===== src/rtl/riscv_trap_entry_unit_top_assert.svh =====
// ============================================================================
// Trap entry unit assertion macros
// Immediate and next-cycle implication checks, compiled out under SYNTH.
// ============================================================================
`ifndef RISCV_TRAP_ENTRY_UNIT_TOP_ASSERT_SVH
`define RISCV_TRAP_ENTRY_UNIT_TOP_ASSERT_SVH
`ifndef SYNTH
`define RTE_ASSERT_NOW(label, clk, rst, ante, cons) \
   label: assert property (@(posedge clk) disable iff (rst) (ante) |-> (cons)) \
      else $error("trap entry check failed");
`define RTE_ASSERT_NEXT(label, clk, rst, ante, cons) \
   label: assert property (@(posedge clk) disable iff (rst) (ante) |=> (cons)) \
      else $error("trap entry check failed");
`else
`define RTE_ASSERT_NOW(label, clk, rst, ante, cons)
`define RTE_ASSERT_NEXT(label, clk, rst, ante, cons)
`endif
`endif


===== src/rtl/rte_pkg.sv =====
// ============================================================================
// Trap entry unit package
// Shared types, mstatus field positions, cause numbers and register map.
// ============================================================================
`default_nettype none

package rte_pkg;

   localparam logic       CMD_RAISE = 1'b0;

   localparam logic [1:0] MODE_U = 2'd0;
   localparam logic [1:0] MODE_S = 2'd1;
   localparam logic [1:0] MODE_M = 2'd3;

   localparam int ST_SIE  = 1;
   localparam int ST_MIE  = 3;
   localparam int ST_SPIE = 5;
   localparam int ST_MPIE = 7;
   localparam int ST_SPP  = 8;
   localparam int ST_MPP  = 11;

   localparam logic [1:0] VEC_VECTORED = 2'd1;

   localparam logic [5:0] CAUSE_SSI = 6'd1;
   localparam logic [5:0] CAUSE_MSI = 6'd3;
   localparam logic [5:0] CAUSE_STI = 6'd5;
   localparam logic [5:0] CAUSE_MTI = 6'd7;
   localparam logic [5:0] CAUSE_SEI = 6'd9;
   localparam logic [5:0] CAUSE_MEI = 6'd11;

   // pending scan priority, entry 0 first
   localparam int SCAN_N = 6;
   localparam logic [SCAN_N-1:0][5:0] SCAN_CAUSE =
      {CAUSE_STI, CAUSE_SSI, CAUSE_SEI, CAUSE_MTI, CAUSE_MSI, CAUSE_MEI};

   localparam int CSR_ADDR_W = 6;
   localparam logic [2:0] REG_MTVEC   = 3'd0;
   localparam logic [2:0] REG_STVEC   = 3'd1;
   localparam logic [2:0] REG_MEDELEG = 3'd2;
   localparam logic [2:0] REG_MIDELEG = 3'd3;
   localparam logic [2:0] REG_MIE     = 3'd4;
   localparam logic [2:0] REG_SIE     = 3'd5;

   typedef struct packed {
      logic [63:0] mtvec;
      logic [63:0] stvec;
      logic [63:0] medeleg;
      logic [63:0] mideleg;
      logic [63:0] mie;
      logic [63:0] sie;
   } rte_csr_type;

   typedef struct packed {
      logic        cmd;
      logic        is_interrupt;
      logic [5:0]  cause_code;
      logic [63:0] fault_value;
      logic [63:0] current_pc;
      logic [1:0]  current_mode;
      logic [63:0] status_in;
      logic [63:0] pending_bits;
   } rte_req_type;

   typedef struct packed {
      logic valid;
      logic advance;
   } rte_ctl_type;

   typedef struct packed {
      logic        taken;
      logic        sup;
      logic        intr;
      logic [5:0]  cause;
      logic [63:0] tval;
      logic [63:0] pc;
      logic [1:0]  mode;
      logic [63:0] status;
   } rte_s1_type;

   typedef struct packed {
      logic        taken;
      logic        sup;
      logic [63:0] base;
      logic [7:0]  offset;
      logic [63:0] pc;
      logic [1:0]  next_mode;
      logic [63:0] status_out;
      logic [63:0] trap_cause;
      logic [63:0] trap_value;
   } rte_s2_type;

   typedef struct packed {
      logic        taken;
      logic        to_supervisor;
      logic [63:0] next_pc;
      logic [1:0]  next_mode;
      logic [63:0] status_out;
      logic [63:0] trap_cause;
      logic [63:0] exception_pc;
      logic [63:0] trap_value;
   } rte_rsp_type;

endpackage

`default_nettype wire


===== src/rtl/rte_req_if.sv =====
// ============================================================================
// Trap entry request channel
// Valid/ready channel carrying one trap request.
// ============================================================================
`default_nettype none

interface rte_req_if;
   logic        valid;
   logic        ready;
   logic        cmd;
   logic        is_interrupt;
   logic [5:0]  cause_code;
   logic [63:0] fault_value;
   logic [63:0] current_pc;
   logic [1:0]  current_mode;
   logic [63:0] status_in;
   logic [63:0] pending_bits;

   modport source (
      output valid, cmd, is_interrupt, cause_code, fault_value, current_pc,
             current_mode, status_in, pending_bits,
      input  ready
   );
   modport sink (
      input  valid, cmd, is_interrupt, cause_code, fault_value, current_pc,
             current_mode, status_in, pending_bits,
      output ready
   );
endinterface

`default_nettype wire


===== src/rtl/rte_rsp_if.sv =====
// ============================================================================
// Trap entry response channel
// Valid/ready channel carrying one trap entry result.
// ============================================================================
`default_nettype none

interface rte_rsp_if;
   logic        valid;
   logic        ready;
   logic        taken;
   logic        to_supervisor;
   logic [63:0] next_pc;
   logic [1:0]  next_mode;
   logic [63:0] status_out;
   logic [63:0] trap_cause;
   logic [63:0] exception_pc;
   logic [63:0] trap_value;

   modport source (
      output valid, taken, to_supervisor, next_pc, next_mode, status_out,
             trap_cause, exception_pc, trap_value,
      input  ready
   );
   modport sink (
      input  valid, taken, to_supervisor, next_pc, next_mode, status_out,
             trap_cause, exception_pc, trap_value,
      output ready
   );
endinterface

`default_nettype wire


===== src/rtl/rte_csr.sv =====
// ============================================================================
// Trap entry CSR block
// APB-style write/read port for trap vectors, delegation and enables.
// ============================================================================
`default_nettype none

module rte_csr import rte_pkg::*; (
   input  wire logic                  clock,
   input  wire logic                  reset,
   input  wire logic                  psel,
   input  wire logic                  penable,
   input  wire logic                  pwrite,
   input  wire logic [CSR_ADDR_W-1:0] paddr,
   input  wire logic [63:0]           pwdata,
   output logic [63:0]                prdata,
   output logic                       pready,
   output rte_csr_type                regs
);

   rte_csr_type regs_ff;
   logic [2:0]  idx;

   assign idx    = paddr[CSR_ADDR_W-1:3];
   assign pready = 1'b1;
   assign regs   = regs_ff;

   always_ff @(posedge clock) begin
      if (reset) begin
         regs_ff <= '0;
      end else if (psel && penable && pwrite) begin
         case (idx)
            REG_MTVEC:   regs_ff.mtvec   <= pwdata;
            REG_STVEC:   regs_ff.stvec   <= pwdata;
            REG_MEDELEG: regs_ff.medeleg <= pwdata;
            REG_MIDELEG: regs_ff.mideleg <= pwdata;
            REG_MIE:     regs_ff.mie     <= pwdata;
            REG_SIE:     regs_ff.sie     <= pwdata;
            default: ;
         endcase
      end
   end

   always_comb begin
      case (idx)
         REG_MTVEC:   prdata = regs_ff.mtvec;
         REG_STVEC:   prdata = regs_ff.stvec;
         REG_MEDELEG: prdata = regs_ff.medeleg;
         REG_MIDELEG: prdata = regs_ff.mideleg;
         REG_MIE:     prdata = regs_ff.mie;
         REG_SIE:     prdata = regs_ff.sie;
         default:     prdata = '0;
      endcase
   end

endmodule

`default_nettype wire


===== src/rtl/rte_select.sv =====
// ============================================================================
// Trap entry stage 1: trap selection
// Masking, delegation and pending-interrupt priority; picks the trap taken.
// ============================================================================
`default_nettype none

module rte_select import rte_pkg::*; (
   input  wire logic        clock,
   input  wire logic        reset,
   input  rte_ctl_type      ctl,
   input  rte_req_type      req,
   input  rte_csr_type      regs,
   output logic             s1_valid,
   output rte_s1_type       s1
);

   // returns {ok, to_supervisor}
   function automatic logic [1:0] trap_check(
      input logic        intr,
      input logic [5:0]  cause,
      input logic [1:0]  mode,
      input logic [63:0] status,
      input rte_csr_type csr
   );
      logic m_masked;
      logic s_masked;
      logic dlg;
      logic sup;
      logic en;
      m_masked = intr && (mode == MODE_M) && !status[ST_MIE];
      s_masked = intr && (mode == MODE_S) && !status[ST_SIE] &&
                 (cause != CAUSE_MSI) && (cause != CAUSE_MTI) && (cause != CAUSE_MEI);
      dlg = intr ? csr.mideleg[cause] : csr.medeleg[cause];
      sup = dlg && ((mode == MODE_U) || (mode == MODE_S));
      en  = sup ? csr.sie[cause] : csr.mie[cause];
      return {!m_masked && !s_masked && (!intr || en), sup};
   endfunction

   logic                    s1_valid_ff;
   rte_s1_type              s1_ff;
   rte_s1_type              s1_in;
   logic [1:0]              chk_raise;
   logic [SCAN_N-1:0][1:0]  chk_scan;
   logic [SCAN_N-1:0]       hit;
   logic                    allow;

   always_comb begin
      chk_raise = trap_check(req.is_interrupt, req.cause_code, req.current_mode,
                             req.status_in, regs);
      allow = req.status_in[ST_MIE] || (req.current_mode != MODE_M);
      for (int i = 0; i < SCAN_N; i++) begin
         chk_scan[i] = trap_check(1'b1, SCAN_CAUSE[i], req.current_mode,
                                  req.status_in, regs);
         hit[i] = allow && req.pending_bits[SCAN_CAUSE[i]] && chk_scan[i][1];
      end

      s1_in.taken  = 1'b0;
      s1_in.sup    = 1'b0;
      s1_in.intr   = 1'b1;
      s1_in.cause  = '0;
      s1_in.tval   = '0;
      s1_in.pc     = req.current_pc;
      s1_in.mode   = req.current_mode;
      s1_in.status = req.status_in;

      for (int i = SCAN_N - 1; i >= 0; i--) begin
         if (hit[i]) begin
            s1_in.taken = 1'b1;
            s1_in.sup   = chk_scan[i][0];
            s1_in.cause = SCAN_CAUSE[i];
         end
      end

      if (req.cmd == CMD_RAISE) begin
         s1_in.taken = chk_raise[1];
         s1_in.sup   = chk_raise[0];
         s1_in.intr  = req.is_interrupt;
         s1_in.cause = req.cause_code;
         s1_in.tval  = req.fault_value;
      end
   end

   always_ff @(posedge clock) begin
      if (reset) begin
         s1_valid_ff <= 1'b0;
      end else if (ctl.advance) begin
         s1_valid_ff <= ctl.valid;
      end
   end

   always_ff @(posedge clock) begin
      if (ctl.advance) begin
         s1_ff <= s1_in;
      end
   end

   assign s1_valid = s1_valid_ff;
   assign s1       = s1_ff;

endmodule

`default_nettype wire


===== src/rtl/rte_entry.sv =====
// ============================================================================
// Trap entry stage 2: state update
// mstatus field moves, vector base and offset, cause and value formatting.
// ============================================================================
`default_nettype none

module rte_entry import rte_pkg::*; #(
   parameter int XLEN = 64
) (
   input  wire logic        clock,
   input  wire logic        reset,
   input  rte_ctl_type      ctl,
   input  rte_s1_type       s1,
   input  rte_csr_type      regs,
   output logic             s2_valid,
   output rte_s2_type       s2
);

   localparam logic [63:0] INT_FLAG = 64'd1 << (XLEN - 1);

   logic        s2_valid_ff;
   rte_s2_type  s2_ff;
   rte_s2_type  s2_in;
   logic [63:0] vec;
   logic [63:0] st;
   logic [63:0] cause_full;

   always_comb begin
      vec = s1.sup ? regs.stvec : regs.mtvec;
      st  = s1.status;
      if (s1.sup) begin
         st[ST_SPP +: 2] = s1.mode;
         st[ST_SPIE]     = st[ST_SIE];
         st[ST_SIE]      = 1'b0;
      end else begin
         st[ST_MPP +: 2] = s1.mode;
         st[ST_MPIE]     = st[ST_MIE];
         st[ST_MIE]      = 1'b0;
      end
      cause_full = {58'd0, s1.cause} | (s1.intr ? INT_FLAG : 64'd0);

      s2_in.taken  = s1.taken;
      s2_in.sup    = s1.sup;
      s2_in.base   = {vec[63:2], 2'b00};
      s2_in.offset = (s1.intr && (vec[1:0] == VEC_VECTORED)) ? {s1.cause, 2'b00} : 8'd0;
      s2_in.pc     = s1.pc;
      if (s1.taken) begin
         s2_in.next_mode  = s1.sup ? MODE_S : MODE_M;
         s2_in.status_out = st;
         s2_in.trap_cause = cause_full;
         s2_in.trap_value = s1.tval;
      end else begin
         s2_in.next_mode  = s1.mode;
         s2_in.status_out = s1.status;
         s2_in.trap_cause = '0;
         s2_in.trap_value = '0;
      end
   end

   always_ff @(posedge clock) begin
      if (reset) begin
         s2_valid_ff <= 1'b0;
      end else if (ctl.advance) begin
         s2_valid_ff <= ctl.valid;
      end
   end

   always_ff @(posedge clock) begin
      if (ctl.advance) begin
         s2_ff <= s2_in;
      end
   end

   assign s2_valid = s2_valid_ff;
   assign s2       = s2_ff;

endmodule

`default_nettype wire


===== src/rtl/riscv_trap_entry_unit_top.sv =====
// ============================================================================
// RISC-V trap entry unit
// Three-stage trap entry with M/S delegation and pending-interrupt scan.
// ============================================================================
// Requests arrive on req_if (valid/ready) with pc, mode, mstatus and mip,
// either raising one trap or asking for a pending-interrupt scan. Every
// request yields exactly one response on rsp_if.
// An accepted request passes the select, entry update and pc add/output
// registers to rsp_if.valid; one request per cycle unless rsp_if stalls.
// Trap vectors, delegation and enable masks sit behind the APB port at
// byte address 8*index; write them only while the pipeline is empty.
// Reset clears all stage valids and the CSRs; req_if.ready is low during
// reset. When rsp_if.ready is low the output register holds; upstream
// stages keep filling and req_if.ready drops once all three are full.
// ============================================================================
`default_nettype none
`include "riscv_trap_entry_unit_top_assert.svh"

module riscv_trap_entry_unit_top import rte_pkg::*; #(
   parameter int XLEN = 64
) (
   input  wire logic                  clock,
   input  wire logic                  reset,
   rte_req_if.sink                    req_if,
   rte_rsp_if.source                  rsp_if,
   input  wire logic                  psel,
   input  wire logic                  penable,
   input  wire logic                  pwrite,
   input  wire logic [CSR_ADDR_W-1:0] paddr,
   input  wire logic [63:0]           pwdata,
   output logic [63:0]                prdata,
   output logic                       pready
);

   localparam logic [63:0] PC_MASK = {64{1'b1}} >> (64 - XLEN);

   rte_csr_type regs;
   rte_req_type req;
   rte_ctl_type ctl1;
   rte_ctl_type ctl2;
   logic        s1_valid;
   logic        s2_valid;
   rte_s1_type  s1;
   rte_s2_type  s2;
   logic        adv_out;
   logic        rsp_valid_ff;
   rte_rsp_type rsp_ff;
   rte_rsp_type rsp_in;

   rte_csr u_csr (
      .clock   (clock),
      .reset   (reset),
      .psel    (psel),
      .penable (penable),
      .pwrite  (pwrite),
      .paddr   (paddr),
      .pwdata  (pwdata),
      .prdata  (prdata),
      .pready  (pready),
      .regs    (regs)
   );

   assign req.cmd          = req_if.cmd;
   assign req.is_interrupt = req_if.is_interrupt;
   assign req.cause_code   = req_if.cause_code;
   assign req.fault_value  = req_if.fault_value;
   assign req.current_pc   = req_if.current_pc;
   assign req.current_mode = req_if.current_mode;
   assign req.status_in    = req_if.status_in;
   assign req.pending_bits = req_if.pending_bits;

   assign adv_out       = !rsp_valid_ff || rsp_if.ready;
   assign ctl2.advance  = !s2_valid || adv_out;
   assign ctl2.valid    = s1_valid;
   assign ctl1.advance  = !s1_valid || ctl2.advance;
   assign ctl1.valid    = req_if.valid && !reset;
   assign req_if.ready  = ctl1.advance && !reset;

   rte_select u_select (
      .clock    (clock),
      .reset    (reset),
      .ctl      (ctl1),
      .req      (req),
      .regs     (regs),
      .s1_valid (s1_valid),
      .s1       (s1)
   );

   rte_entry #(
      .XLEN (XLEN)
   ) u_entry (
      .clock    (clock),
      .reset    (reset),
      .ctl      (ctl2),
      .s1       (s1),
      .regs     (regs),
      .s2_valid (s2_valid),
      .s2       (s2)
   );

   always_comb begin
      rsp_in.taken         = s2.taken;
      rsp_in.to_supervisor = s2.taken && s2.sup;
      rsp_in.next_pc       = s2.taken ? ((s2.base + {56'd0, s2.offset}) & PC_MASK) : s2.pc;
      rsp_in.next_mode     = s2.next_mode;
      rsp_in.status_out    = s2.status_out;
      rsp_in.trap_cause    = s2.trap_cause;
      rsp_in.exception_pc  = s2.taken ? s2.pc : 64'd0;
      rsp_in.trap_value    = s2.trap_value;
   end

   always_ff @(posedge clock) begin
      if (reset) begin
         rsp_valid_ff <= 1'b0;
      end else if (adv_out) begin
         rsp_valid_ff <= s2_valid;
      end
   end

   always_ff @(posedge clock) begin
      if (adv_out) begin
         rsp_ff <= rsp_in;
      end
   end

   assign rsp_if.valid         = rsp_valid_ff;
   assign rsp_if.taken         = rsp_ff.taken;
   assign rsp_if.to_supervisor = rsp_ff.to_supervisor;
   assign rsp_if.next_pc       = rsp_ff.next_pc;
   assign rsp_if.next_mode     = rsp_ff.next_mode;
   assign rsp_if.status_out    = rsp_ff.status_out;
   assign rsp_if.trap_cause    = rsp_ff.trap_cause;
   assign rsp_if.exception_pc  = rsp_ff.exception_pc;
   assign rsp_if.trap_value    = rsp_ff.trap_value;

   `RTE_ASSERT_NOW(a_full_stall, clock, reset, s1_valid && s2_valid && rsp_valid_ff && !rsp_if.ready, !req_if.ready)
   `RTE_ASSERT_NEXT(a_accept_fills, clock, reset, req_if.valid && req_if.ready, s1_valid)
   `RTE_ASSERT_NOW(a_sup_mode, clock, reset, rsp_valid_ff && rsp_ff.to_supervisor, rsp_ff.taken && (rsp_ff.next_mode == MODE_S))
   `RTE_ASSERT_NOW(a_idle_zero, clock, reset, rsp_valid_ff && !rsp_ff.taken, (rsp_ff.trap_cause == 64'd0) && (rsp_ff.exception_pc == 64'd0))

endmodule

`default_nettype wire


===== src/flat_wrapper.sv =====
// flat-port wrapper written by rule: the top's interface ports become plain ports
module riscv_trap_entry_unit_top_flat import rte_pkg::*;
#(
   parameter int XLEN = 64
)
  (clock, reset, psel, penable, pwrite, paddr, pwdata, prdata, pready, req_if_valid, req_if_cmd, req_if_is_interrupt, req_if_cause_code, req_if_fault_value, req_if_current_pc, req_if_current_mode, req_if_status_in, req_if_pending_bits, req_if_ready, rsp_if_valid, rsp_if_taken, rsp_if_to_supervisor, rsp_if_next_pc, rsp_if_next_mode, rsp_if_status_out, rsp_if_trap_cause, rsp_if_exception_pc, rsp_if_trap_value, rsp_if_ready);
  rte_req_if req_if_i ();
  rte_rsp_if rsp_if_i ();
  input  wire logic clock;
  input  wire logic reset;
  input  wire logic psel;
  input  wire logic penable;
  input  wire logic pwrite;
  input  wire logic [CSR_ADDR_W-1:0] paddr;
  input  wire logic [63:0] pwdata;
  output logic [63:0] prdata;
  output logic pready;
  input wire logic [$bits(req_if_i.valid)-1:0] req_if_valid;
  input wire logic [$bits(req_if_i.cmd)-1:0] req_if_cmd;
  input wire logic [$bits(req_if_i.is_interrupt)-1:0] req_if_is_interrupt;
  input wire logic [$bits(req_if_i.cause_code)-1:0] req_if_cause_code;
  input wire logic [$bits(req_if_i.fault_value)-1:0] req_if_fault_value;
  input wire logic [$bits(req_if_i.current_pc)-1:0] req_if_current_pc;
  input wire logic [$bits(req_if_i.current_mode)-1:0] req_if_current_mode;
  input wire logic [$bits(req_if_i.status_in)-1:0] req_if_status_in;
  input wire logic [$bits(req_if_i.pending_bits)-1:0] req_if_pending_bits;
  output wire logic [$bits(req_if_i.ready)-1:0] req_if_ready;
  output wire logic [$bits(rsp_if_i.valid)-1:0] rsp_if_valid;
  output wire logic [$bits(rsp_if_i.taken)-1:0] rsp_if_taken;
  output wire logic [$bits(rsp_if_i.to_supervisor)-1:0] rsp_if_to_supervisor;
  output wire logic [$bits(rsp_if_i.next_pc)-1:0] rsp_if_next_pc;
  output wire logic [$bits(rsp_if_i.next_mode)-1:0] rsp_if_next_mode;
  output wire logic [$bits(rsp_if_i.status_out)-1:0] rsp_if_status_out;
  output wire logic [$bits(rsp_if_i.trap_cause)-1:0] rsp_if_trap_cause;
  output wire logic [$bits(rsp_if_i.exception_pc)-1:0] rsp_if_exception_pc;
  output wire logic [$bits(rsp_if_i.trap_value)-1:0] rsp_if_trap_value;
  input wire logic [$bits(rsp_if_i.ready)-1:0] rsp_if_ready;
  assign req_if_i.valid = req_if_valid;
  assign req_if_i.cmd = req_if_cmd;
  assign req_if_i.is_interrupt = req_if_is_interrupt;
  assign req_if_i.cause_code = req_if_cause_code;
  assign req_if_i.fault_value = req_if_fault_value;
  assign req_if_i.current_pc = req_if_current_pc;
  assign req_if_i.current_mode = req_if_current_mode;
  assign req_if_i.status_in = req_if_status_in;
  assign req_if_i.pending_bits = req_if_pending_bits;
  assign req_if_ready = req_if_i.ready;
  assign rsp_if_valid = rsp_if_i.valid;
  assign rsp_if_taken = rsp_if_i.taken;
  assign rsp_if_to_supervisor = rsp_if_i.to_supervisor;
  assign rsp_if_next_pc = rsp_if_i.next_pc;
  assign rsp_if_next_mode = rsp_if_i.next_mode;
  assign rsp_if_status_out = rsp_if_i.status_out;
  assign rsp_if_trap_cause = rsp_if_i.trap_cause;
  assign rsp_if_exception_pc = rsp_if_i.exception_pc;
  assign rsp_if_trap_value = rsp_if_i.trap_value;
  assign rsp_if_i.ready = rsp_if_ready;
  riscv_trap_entry_unit_top #(.XLEN(XLEN)) u_core (.clock(clock), .reset(reset), .req_if(req_if_i), .rsp_if(rsp_if_i), .psel(psel), .penable(penable), .pwrite(pwrite), .paddr(paddr), .pwdata(pwdata), .prdata(prdata), .pready(pready));
endmodule

===== config.mk =====
export PLATFORM = sky130hd
export DESIGN_NAME = riscv_trap_entry_unit_top_flat
export DESIGN_NICKNAME = d
export VERILOG_FILES = /design/src/rtl/rte_pkg.sv /design/src/rtl/rte_req_if.sv /design/src/rtl/rte_rsp_if.sv /design/src/rtl/rte_csr.sv /design/src/rtl/rte_select.sv /design/src/rtl/rte_entry.sv /design/src/rtl/riscv_trap_entry_unit_top.sv /design/src/flat_wrapper.sv
export VERILOG_INCLUDE_DIRS = /design/src /design/src/rtl
export SDC_FILE = /design/constraint.sdc
export NUM_CORES = 2
export LEC_CHECK = 0
export ABC_AREA = 1
export ABC_CLOCK_PERIOD_IN_PS = 23600
export BUFFER_PORTS_ARGS = -buffer_cell sky130_fd_sc_hd__buf_2
export CELL_PAD_IN_SITES_DETAIL_PLACEMENT = 2
export CELL_PAD_IN_SITES_GLOBAL_PLACEMENT = 2
export CORE_AREA = 2 2 378 380
export CTS_BUF_LIST = sky130_fd_sc_hd__clkbuf_8 sky130_fd_sc_hd__clkbuf_16
export CTS_CLUSTER_DIAMETER = 150
export DETAILED_ROUTE_END_ITERATION = 16
export DIE_AREA = 0 0 380 382
export GPL_TIMING_DRIVEN = 0
export PLACE_DENSITY = 0.73
export REMOVE_ABC_BUFFERS = 1
export SYNTH_ARGS = -nofsm -noshare
export SYNTH_HDL_FRONTEND = slang
export SYNTH_SLANG_ARGS = --single-unit

===== constraint.sdc =====
create_clock -name clock -period 23.6 [get_ports clock]
set_input_delay 3.54 -clock clock [delete_from_list [all_inputs] [get_ports clock]]
set_output_delay 3.54 -clock clock [all_outputs]
set_load 0.03 [all_outputs]

* Word level (Yosys, flattened, before mapping)
Cells that the tools add are included.
Storage, ports and cells: bits in registers 1244, input bits 343, output and inout bits 391, word-level logic and storage cells 159
Cells by class: $add $sub $neg 1, $lt $le $gt $ge 1, equal/unequal tests 12, mux-type cells 41, bitwise logic cells 1, reductions and logical operators 68
Operators by type and width (count):
- $pmux W64 S6 | 1
- $mux W194 | 1
- $mux W64 | 3
- $mux W73 | 1
- $add A64 B8 Y64 | 1
- $or A6 B64 Y64 | 1
- $logic_and A1 B1 Y1 | 43
- $bmux W1 S6 | 4
- $mux W2 | 9
- $mux W1 | 16
- $mux W4 | 4
- $reduce_and A2 Y1 | 6
- $logic_not A1 Y1 | 11
- $lt A6 B7 Y1 const B | 1
- $eq A3 B2 Y1 const B | 2
- $eq A3 B3 Y1 const B | 2
- $logic_or A1 B1 Y1 | 6
- $mux W3 | 2
- $ne A6 B2 Y1 const B | 1
- $ne A6 B3 Y1 const B | 1
- $ne A6 B4 Y1 const B | 1
- $eq A2 B1 Y1 const B | 2
- $eq A3 B1 Y1 const B | 1
- $logic_not A3 Y1 | 1
- other kinds (3) | 3

* Depth between registers and ports, before layout
word-level depth 13, gate-level depth with buffers 18, mapped depth without buffers 18

* By module
From an unflattened synthesis, not the netlist that was laid out.
Second synthesis, totals: cell total of the unflattened synthesis 6015, area, all modules 52479.1 µm²
By module, submodules not included:
- rte_csr | instances 1, cells each 3003, area each 18746.7 µm², sequential area each 7687.4 µm²
- riscv_trap_entry_unit_top | instances 1, cells each 1239, area each 13794.5 µm², sequential area each 9749.4 µm²
- rte_entry | instances 1, cells each 728, area each 10161.0 µm², sequential area each 8157.8 µm²
- rte_select | instances 1, cells each 1045, area each 9776.9 µm², sequential area each 6115.9 µm²

* Least setup slack after synthesis
No wires, ideal clock.
path kind in2out, from input rsp_if_ready, to output req_if_ready, arrival 14.746 ns, data required time 20.060 ns, setup slack 5.314 ns, stages on the path 6, buffers on the path 0, path through inv_1 -> nand2_1 -> nor2_1 -> nand2_1 -> nand2_1 -> inv_1
On the way: longest elaborated chain between the ends 4
Ends and longest elaborated chain:
- from (decl) | line flat_wrapper.sv:37 | input wire logic [$bits(rsp_if_i.ready)-1:0] rsp_if_ready;
- $logic_or A1 B1 Y1 | line riscv_trap_entry_unit_top.sv:72 | assign adv_out = !rsp_valid_ff || rsp_if.ready;
- net u_core.adv_out | line riscv_trap_entry_unit_top.sv:45 | logic adv_out;
- $logic_or A1 B1 Y1 | line riscv_trap_entry_unit_top.sv:73 | assign ctl2.advance = !s2_valid || adv_out;
- $logic_or A1 B1 Y1 | line riscv_trap_entry_unit_top.sv:75 | assign ctl1.advance = !s1_valid || ctl2.advance;
- $logic_and A1 B1 Y1 | line riscv_trap_entry_unit_top.sv:77 | assign req_if.ready = ctl1.advance && !reset;
- to (decl) | line flat_wrapper.sv:27 | output wire logic [$bits(req_if_i.ready)-1:0] req_if_ready;
The timed path passes the listed nets, and every way through them passes these cells.

* Worst setup path in the final report
from input paddr[4], to output prdata[12]
On the way: longest elaborated chain between the ends 2, elaborated cells between the ends (all ways) 7, those cells by class eq/ne (5); mux (1); reduce/logical (1)
Ends and longest elaborated chain:
- from (decl) | line flat_wrapper.sv:14 | input wire logic [CSR_ADDR_W-1:0] paddr;
- $eq A3 B3 Y1, or another cell as far along | line rte_csr.sv:44 | case (idx)
- $pmux W64 S6 * | line rte_csr.sv:44
- to (decl) | line flat_wrapper.sv:16 | output logic [63:0] prdata;
Mark *: on every way between the ends. The rest lies on a longest branch, timed or not.

==> reports/qor.txt <==
status -> completed
fill cell count -> 15300
Hold WC Path Type -> flip-flop to flip-flop
critical path start-end classification -> primary input to output port
gate count after technology mapping -> 4648
Max Buffers Root-to-Sink -> 3
routed wirelength normalized by instance count -> 27.6 um
fraction of layout cells with a size suffix above 1 -> 17.2%
nets -> 5553
Max Clock Skew -> 0.0303 ns
total I/O pin count -> 734
smallest hold slack -> 0.393 ns
pin count of the biggest net entering global routing -> 131
routability-driven placement congestion ratio -> 0.877
final wirelength -> 199000 um
total of hold buffers inserted after clock tree synthesis -> 0
final-report max-slew violation count -> 0
Top FF cell, synth -> edfxtp_1
count of flip-flops with a built-in enable after synthesis -> 741
area growth from synthesis to layout -> 21.5%
top routing layer used -> met5
Met3 Routed Length -> 11500 um
clock period minus worst slack -> 10.31 ns
PortBufs -> 614
number of flip-flops and latches in the synthesized netlist -> 1128
placed cells -> 6959
setup repair after global routing missed its margin -> false
share of flip-flops with an asynchronous set or reset -> 0%
ranking of synthesized cells by instance count -> 782 x nand2_1, 741 x edfxtp_1, 612 x nor2_1
number of library cell types mapped by synthesis -> 55
vias in the first global route -> 39900
mean cell area of the mapped netlist -> 9.93 um2
PD cells -> 82.7 nW/um2
1st-pass router iterations -> 5
Num Clock Sinks -> 1128
count leader, synth -> nand2_1
endpoints failing hold -> 0
metal1 wirelength -> 80200 um
FMAX -> 96.9 MHz
cell area after synthesis -> 46200 um2
Die Y-Extent -> 382 um
Detailed Route Iter0 Violations -> 2725
clock insertion delay at the later pin of the skew report -> 0.78 ns
row count -> 138
data arrival time of the critical path -> 6.77 ns
Tightest Pin Transition -> 1.37 ns
met2 WL -> 100000 um
Maximum Capacitance Violations -> 0
clock-pin slew on the worst setup and hold paths -> 0.06 ns
initial antenna violation count -> 62
number of buffers added by the clock tree synthesis step -> 132
top cell type by total area after synthesis -> edfxtp_1
Tcrit/Tclk final -> 43.7%
GRT Total Usage -> 27.0%
critical path endpoint category -> output port
leakage -> 0.0241 uW
post-cts sizing count -> 0
total of warnings raised by yosys -> 0
area share of the largest cell type after synthesis -> 48.2%
DRC violations left -> 0
count of vias placed by the detailed router -> 37300
Setup Buffers After CTS -> 0
H-tree depth reported by CTS -> 4
Max-Slew Margin vs Limit -> 7.94%
initial core utilization -> 32.8%
final number of setup-violating endpoints -> 0
Die Outline Area -> 145000 um2
largest fanout of any net on the critical path -> 42
largest vdd supply drop -> 0.0725 mV
vias per std cell -> 5.17
startpoint type of the worst setup path -> primary input
wire length of the first global-routing pass -> 287000 um
Critical Path RT -> 20.06 ns
HPWL Detailed -> 138000 um
number of cells in the finished layout apart from fillers -> 7215
CTS Root Cell -> clkbuf_16
overall overflow remaining after global route -> 0
overall die width -> 380 um
Final ANT Viol Nets -> 0
area inside the core boundary -> 141000 um2
cell types occupying the most area after synthesis -> edfxtp_1 48%, dfxtp_1 17%, o21ai_0 6.4%
part of the Yosys area used for sequential elements -> 65.0%
clock tree from TritonCTS -> yes
## through the flow
stage / setup slack (ns) / TNS (ns) / utilization, % / instance area, um2 / total power [uW]
after CTS: 13.29 / 0 / 39.8 / 56000 / 4680
after floorplan: 5.31 / 0 / - / 44900 / 2470
after detailed placement: 13.26 / 0 / 36.9 / 51900 / 2690
after global routing: 13.20 / 0 / 39.8 / 56100 / 4780
after global placement: -1.14 / -30.95 / 35.7 / 50300 / 2650
final: 13.29 / 0 / 39.8 / 56100 / 4640
## report_power, final
| group | switching [uW] | leakage (uW) | internal [uW] |
|---|---|---|---|
| clock | 869 | 0.00217 | 1110 |
| combinational | 308 | 0.0105 | 105 |
| sequential | 45.6 | 0.0115 | 2200 |
| total | 1220 | 0.0241 | 3420 |
## cell usage in the layout (no fill, tap or decap), drive strengths merged, types with 17 or more instances in the layout
master	Yosys	final
clkbuf	175	146
xor2	33	33
conb	2	58
clkinv	1	34
diode	0	23
nand3	95	95
nor2	618	618
nor3	33	33
buf	138	678
nand4	34	34
edfxtp	741	741
o21ai	606	606
inv	538	587
o22ai	21	21
nand2	787	787
a22oi	17	17
o211ai	36	36
o221ai	32	32
dfxtp	387	387
a21oi	234	234
a221oi	55	55
## state kept, by name, summed over array words and instances (netlist names), 2 cells and up
register and count:
u_core.rsp_if.exception_pc 64, u_core.rsp_if.next_mode 2, u_core.rsp_if.next_pc 64, u_core.rsp_if.status_out 64
u_core.rsp_if.trap_cause 7, u_core.rsp_if.trap_value 64, u_core.u_csr.regs 384, u_core.u_entry.s2 271
u_core.u_select.s1 203
## final cells by class
type | instances | area (um2) | share of cell area (%)
Sequential cell | 1128 | 30000 | 53.5
Multi-Input combinational cell | 2724 | 12900 | 23.0
Timing Repair Buffer | 678 | 4600 | 8.20
Clock buffer | 146 | 3550 | 6.33
Tap cell | 1890 | 2360 | 4.22
Inverter | 539 | 2050 | 3.66
Clock inverter | 87 | 538 | 0.959
Antenna cell | 23 | 57.6 | 0.103
## kinds of logic after synthesis
group	after synthesis	synth area share, %
and+or+nand+nor	1585	13.8
AOI/OAI and AO/OA	1026	12.4
xor gates and xnor gates	48	0.911
adders and majority gates	7	0.206
other	2	0.0163
DFF	1128	65.0
buffers and inverters	852	7.66
## routing by layer
layer	global-route usage (%)	vias to the layer above
li1	-	16700
met4	10.2	38
met1	32.9	19000
met3	5.26	365
met2	47.2	1197
met5	0	-
## critical path: stages
cell and delay, ns:
buf_2 0.14, inv_1 0.17, nor3_4 0.16, buf_8 0.21, inv_2 0.96, o21ai_0 0.26, a221oi_1 0.27, o221ai_1 0.57
buf_2 0.41
## path summary, 6_finish.rpt
path | startpoint | end | slack [ns] | depth (start not counted)
max | paddr[4] | prdata[12] | 13.29 | 9
max reg2reg | u_core.rsp_if.valid | u_core.u_select.s1[94] | 20.37 | 5
min reg2reg | u_core.u_entry.s2[68] | u_core.rsp_if.trap_cause[4] | 0.39 | 0
min | u_core.u_entry.s2[68] | u_core.rsp_if.trap_cause[4] | 0.39 | 0
Note: power is estimated with default switching activity, not from simulation.
